--- config.mk ---
export PLATFORM = sky130hd
export DESIGN_NAME = ciir_ram
export DESIGN_NICKNAME = d
export VERILOG_FILES = /design/src/ciir_ram.sv
export SDC_FILE = /design/constraint.sdc
export NUM_CORES = 1
export LEC_CHECK = 0
export BUFFER_PORTS_ARGS = -buffer_cell sky130_fd_sc_hd__buf_4
export CAP_MARGIN = 15
export CORE_AREA = 2 2 125 127
export CTS_BUF_LIST = sky130_fd_sc_hd__clkbuf_4 sky130_fd_sc_hd__clkbuf_8
export CTS_CLUSTER_SIZE = 10
export DETAILED_ROUTE_END_ITERATION = 7
export DIE_AREA = 0 0 127 129
export MAX_ROUTING_LAYER = met4
export PLACE_DENSITY_LB_ADDON = 0.1
export SETUP_SLACK_MARGIN = 0.2
export SLEW_MARGIN = 20
export SYNTH_ARGS = -nofsm -noshare
export SYNTH_HDL_FRONTEND = slang
export SYNTH_SLANG_ARGS = --single-unit
--- constraint.sdc ---
create_clock -name clock -period 1.8 [get_ports clock]
set_input_delay 0.27 -clock clock [delete_from_list [all_inputs] [get_ports clock]]
set_output_delay 0.27 -clock clock [all_outputs]
set_load 0.005 [all_outputs]
--- src/ciir_ram.sv ---
// generic single write port ram with one registered read port
// no dependencies
`default_nettype none
module ciir_ram #(
   parameter int WIDTH = 8,
   parameter int DEPTH = 16
) (
   input  wire logic                     clock,
   input  wire logic                     we,
   input  wire logic [$clog2(DEPTH)-1:0] waddr,
   input  wire logic [WIDTH-1:0]         wdata,
   input  wire logic [$clog2(DEPTH)-1:0] raddr,
   output logic      [WIDTH-1:0]         rdata
);
   logic [WIDTH-1:0] mem_ff [DEPTH];

   always_ff @(posedge clock) begin
      if (we) begin
         mem_ff[waddr] <= wdata;
      end
      rdata <= mem_ff[raddr];
   end
endmodule
`default_nettype wire

==> results of run 1 <==
-- critical path: stages (launching register included) --
cell      delay (ps)
edfxtp_1         370
mux4_1           500
a22oi_1          230
nand2_1          120
-- kinds of logic after synthesis --
kind of cell / synth area share
muxes: 0.1502
buffers and inverters: 0.01677
and+or+nand+nor: 0.03184
AOI/OAI and AO/OA: 0.02334
DFF: 0.7778
-- layer usage --
layer | up-vias | GRT usage | part of all wire
met3 | 2 | 0.05405 | 0.046
met5 | - | - | 0
met4 | 0 | 0.04266 | 0.0046
li1 | 1088 | - | -
met1 | 1265 | 0.1826 | 0.47
met2 | 61 | 0.2141 | 0.48
-- power breakdown --
group | total [mW] | internal [mW] | switching [mW]
logic | 0.361 | 0.177 | 0.185
clock network | 2.66 | 1.52 | 1.15
registers | 3.56 | 3.54 | 0.0247
-- state kept, by name (all words and copies together), names as in the netlist --
register  cells
rdata         8
mem_ff      128
-- per-stage QoR --
step	hold WS (ps)	worst slack (ps)	cell area, um2	util	cells
2_1_floorplan	368.9	263.9	5152	-	229
3_3_place_gp	594.7	167.2	5719	0.3819	456
3_5_place_dp	606.6	158.4	5719	0.3819	456
4_1_cts	126.4	443.4	6153	0.4109	488
5_1_grt	120.4	378.1	6153	0.4109	488
6_report	154.9	462.5	6153	0.4109	488
-- final timing paths --
check                                            start                 endpoint  slack (ps)  cells after the start
worst min register to register  mem_ff[8][4]$_DFFE_PP_         rdata[4]$_DFF_P_         680                      3
worst min-delay path                          wdata[6]  mem_ff[15][6]$_DFFE_PP_         150                      1
worst max-delay path            mem_ff[1][5]$_DFFE_PP_         rdata[5]$_DFF_P_         460                      3
worst max register to register  mem_ff[1][5]$_DFFE_PP_         rdata[5]$_DFF_P_         460                      3
-- area by class of cell --
type,instances,area share
multi-input combinational,83,0.1726
clock buffer,22,0.04717
clock inverter,10,0.02338
tap,188,0.03823
timing repair buffer,49,0.06791
sequential,136,0.6507
-- Yosys cell counts, drive strengths merged, types with 2 or more instances --
library cell and count:
edfxtp 128, mux4 32, a22oi 16, nor2 13, nand2 9, dfxtp 8, buf 7, nor3 4
clkdlybuf4s25 3, nand2b 2, nand3b 2
==> key figures, run 1 <==
Worst setup path
  – Data required time of the worst path: 2110 ps
  – Crit. End Element: flip-flop
  – Worst-path fanout max: 1
  – Critical Path Source Type: flip-flop
  – Worst Path Class, Setup: reg -> reg
  – WP data arrival: 1640 ps

Run status
  – Status: finished clean

STA
  – Crit path time final: 1337 ps
  – Clk_skew: 11.03 ps
  – Setup total negative slack: 0 ps
  – RSZ-0062 raised after global routing: no
  – Fin crit share: 0.7430
  – Slew @ Worst Pin: 765.4 ps
  – F_max: 747.7 MHz
  – # setup viols final: 0
  – Final hold viol count: 0
  – Max-slew violation count: 0
  – Relative slew slack: 0.4887

Drt
  – DRC: 0
  – Initial drt markers: 300
  – DRT Pass-1 Iters: 4
  – Routed vias: 2,416
  – Detail Route Antenna Nets: 0
  – Wirelength per Cell: 21.03 um
  – Vias per cell: 4.951
  – Post-Route WL: 10.26 mm

Placed design
  – Final HPWL from detailed placement: 6.937 mm
  – Routability cong.: 0.6671
  – Port-buffer cells: 25

Clock network
  – Clock slew seen by the registers of the worst setup and hold paths: 80 ps
  – Hold_buf cts: 0
  – CTS Buffer Depth: 2
  – Sink Count: 136
  – Later-pin clock latency in the skew report: 430 ps
  – H-tree levels: 4
  – CTS root buffer: clkbuf_8
  – CTS Buf Count: 17
  – Post-CTS setup repair buffer count: 0
  – Post-CTS sizing: 0
  – TritonCTS clock tree: done

Floorplan
  – Core area: 0.01498 mm2
  – Top Ports: 26
  – Chip height: 129 um
  – Die X-Extent: 127 um
  – FP Rows: 45
  – Starting Density: 0.3437
  – Die area: 0.01638 mm2

Synth
  – Seq cells post-synth: 136
  – Mapped Area: 0.005147 mm2
  – Post-Syn Nets: 247
  – Avg Inst Size Synth: 22.48 um2
  – Main synth FF type: edfxtp_1
  – Synthesized instance count: 229
  – Post-synth EDFFs: 128
  – Share of the synthesized area in the top cell type: 0.7467
  – Cell taking the most area after synthesis: edfxtp_1
  – Seq/Total Area, Yosys: 0.7778
  – Ys async rst share: 0
  – Warnings from Yosys: 0
  – Area contributors post-synth: edfxtp_1 75%, mux4_2 7.9%, mux4_1 7.1%
  – Synth cell types: 19

GRT
  – Largest net degree at the start of global routing: 17
  – GRT overflow: 0
  – Global Route Usage Sum: 0.1429
  – Initial antenna violation count: 0
  – First-pass GRT wire length: 15.69 mm
  – Number of global-route vias before repair: 2,597

Pwr
  – Max IR drop VDD: 0.5594 mV
  – PD cells: 1070 mW/mm2
  – Power consumption: 6.586 mW
  – Leakage: 2.071 nW

Finish
  – Commonest non-fill, non-tap cells in the layout: 128 x edfxtp_1, 45 x buf_4, 20 x clkbuf_8, 18 x mux4_2, 16 x a22oi_1
  – Register area: 0.004004 mm2
  – Fillers: 1,314
  – Diode count: 0
  – Final Net Count: 305
  – Syn-to-layout area delta: 19.54%
  – Share of layout cells above drive strength 1: 0.3367
  – Multi-input logic area: 0.001062 mm2
  – Most common cell after layout, fill and taps aside: edfxtp_1

Flow run
  – MaxCap Viol Count: 0

Hold path
  – Worst hold-check path type: in -> reg
Note: power is estimated with default switching activity, not from simulation.
==> run 2: changes to the inputs <==
==> constraint.sdc (replaced) <==
create_clock -name clock -period 1.2 [get_ports clock]
set_input_delay 0.18 -clock clock [delete_from_list [all_inputs] [get_ports clock]]
set_output_delay 0.18 -clock clock [all_outputs]
set_load 0.005 [all_outputs]
==> key figures, run 2 (synthesis gave the netlist of run 1 again) <==
GRT
  – Global Route Usage Sum: 0.1632
  – First-pass GRT wire length: 17.81 mm
  – Initial antenna violation count: 0
  – Largest net degree at the start of global routing: 17
  – Number of global-route vias before repair: 2,750
  – GRT overflow: 0

STA
  – Fin crit share: 1.067
  – RSZ-0062 raised after global routing: yes
  – Setup total negative slack: -285.0 ps
  – Clk_skew: 6.889 ps
  – Setup ws final: -80.69 ps
  – Slew @ Worst Pin: 832.3 ps
  – F_max: 780.8 MHz
  – Final hold viol count: 0
  – Max-slew violation count: 0
  – Crit path time final: 1281 ps
  – Relative slew slack: 0.4440
  – # setup viols final: 7

Clock network
  – Hold_buf cts: 0
  – Later-pin clock latency in the skew report: 440 ps
  – Clock slew seen by the registers of the worst setup and hold paths: 70 ps
  – CTS root buffer: clkbuf_8
  – Post-CTS setup repair buffer count: 0
  – H-tree levels: 4
  – Sink Count: 136
  – TritonCTS clock tree: done
  – CTS Buffer Depth: 2
  – CTS Buf Count: 17

Pwr
  – PD cells: 1446 mW/mm2
  – Max IR drop VDD: 0.6372 mV
  – Leakage: 2.112 nW
  – Power consumption: 9.349 mW

Drt
  – Vias per cell: 4.952
  – Routed vias: 2,501
  – Wirelength per Cell: 23.28 um
  – DRC: 0
  – Post-Route WL: 11.76 mm
  – Initial drt markers: 248
  – DRT Pass-1 Iters: 5
  – Detail Route Antenna Nets: 0

Worst setup path
  – Crit. End Element: flip-flop
  – Crit path largest cell delay: 490 ps
  – Critical-path cell list: mux4_2 -> a22oi_2 -> nand2_1
  – Crit path max-delay family: multiplexers
  – WP data arrival: 1600 ps
  – Data required time of the worst path: 1520 ps
  – Worst path slowest cell: mux4_2
  – Worst-path fanout max: 1
  – Bufs and invs on worst path: 0
  – Critical Path Source Type: flip-flop
  – Worst Path Class, Setup: reg -> reg

Finish
  – Most common cell after layout, fill and taps aside: edfxtp_1
  – Share of layout cells above drive strength 1: 0.4921
  – Reg with most FFs: mem_ff
  – Register area: 0.004010 mm2
  – Commonest non-fill, non-tap cells in the layout: 128 x edfxtp_1, 45 x buf_4, 32 x mux4_2, 17 x clkbuf_8, 16 x buf_12
  – Largest register FFs: 128
  – Syn-to-layout area delta: 25.57%
  – Final Net Count: 322
  – Regs by FF count: mem_ff x128, rdata x8
  – Multi-input logic area: 0.001157 mm2
  – Fillers: 1,321
  – Diode count: 0

Floorplan
  – Die area: 0.01638 mm2
  – Die X-Extent: 127 um
  – Top Ports: 26
  – Starting Density: 0.3437
  – Core area: 0.01498 mm2
  – Chip height: 129 um
  – FP Rows: 45

Run status
  – Status: complete, but fails checks
  – Failing checks: setup timing

Flow run
  – MaxCap Viol Count: 0

Placed design
  – Routability cong.: 0.7088
  – Pre-CTS setup slack: -394.2 ps
  – Final HPWL from detailed placement: 7.757 mm
  – Port-buffer cells: 25

Hold path
  – Worst hold-check path type: in -> reg
run 2: cell count changes in the layout (fill, tap and decap cells not counted), sizes merged:
cell	change
buf	+17
clkbuf	-1
clkinv	+3
bufinv	-2
run 2: final timing paths:
path / startpoint / to / slack, ps / cells after the start
max: mem_ff[3][3]$_DFFE_PP_ / rdata[3]$_DFF_P_ / -80 / 3
min: wdata[6] / mem_ff[10][6]$_DFFE_PP_ / 40 / 1
max reg2reg: mem_ff[3][3]$_DFFE_PP_ / rdata[3]$_DFF_P_ / -80 / 3
min reg2reg: mem_ff[6][6]$_DFFE_PP_ / rdata[6]$_DFF_P_ / 670 / 3
run 2: where the power goes:
group	switching [mW]	internal [mW]
sequential	0.0365	5.31
clock	1.65	1.68
combinational	0.335	0.338
total	2.02	7.33
run 2: what timing repair did:
item | CTS | global route
endpoints found under the setup margin | 16 | 16
pin swaps | 1 | 2
gates cloned | 0 | 0
gates resized for setup | 16 | 2
run 2: layout make-up:
class,count,share of cell area
sequential,136,0.6204
timing repair buffer,66,0.1105
tap,188,0.03639
multi-input combinational,83,0.1791
clock inverter,11,0.01278
clock buffer,21,0.04084
run 2: stage by stage:
step	area, um2	instances	hold slack (ps)	util
floorplan	5250	229	278.9	-
global placement	6061	473	485.3	0.4047
detailed placement	6061	473	493.6	0.4047
CTS	6457	505	9.759	0.4312
global route	6464	505	38.50	0.4316
finish	6464	505	41.72	0.4316
run 2: layer usage:
metal  track usage  wire, um
met3       0.04241       336
met5             -         0
met1        0.2151      5546
met2        0.2521      5737
met4       0.04848       136
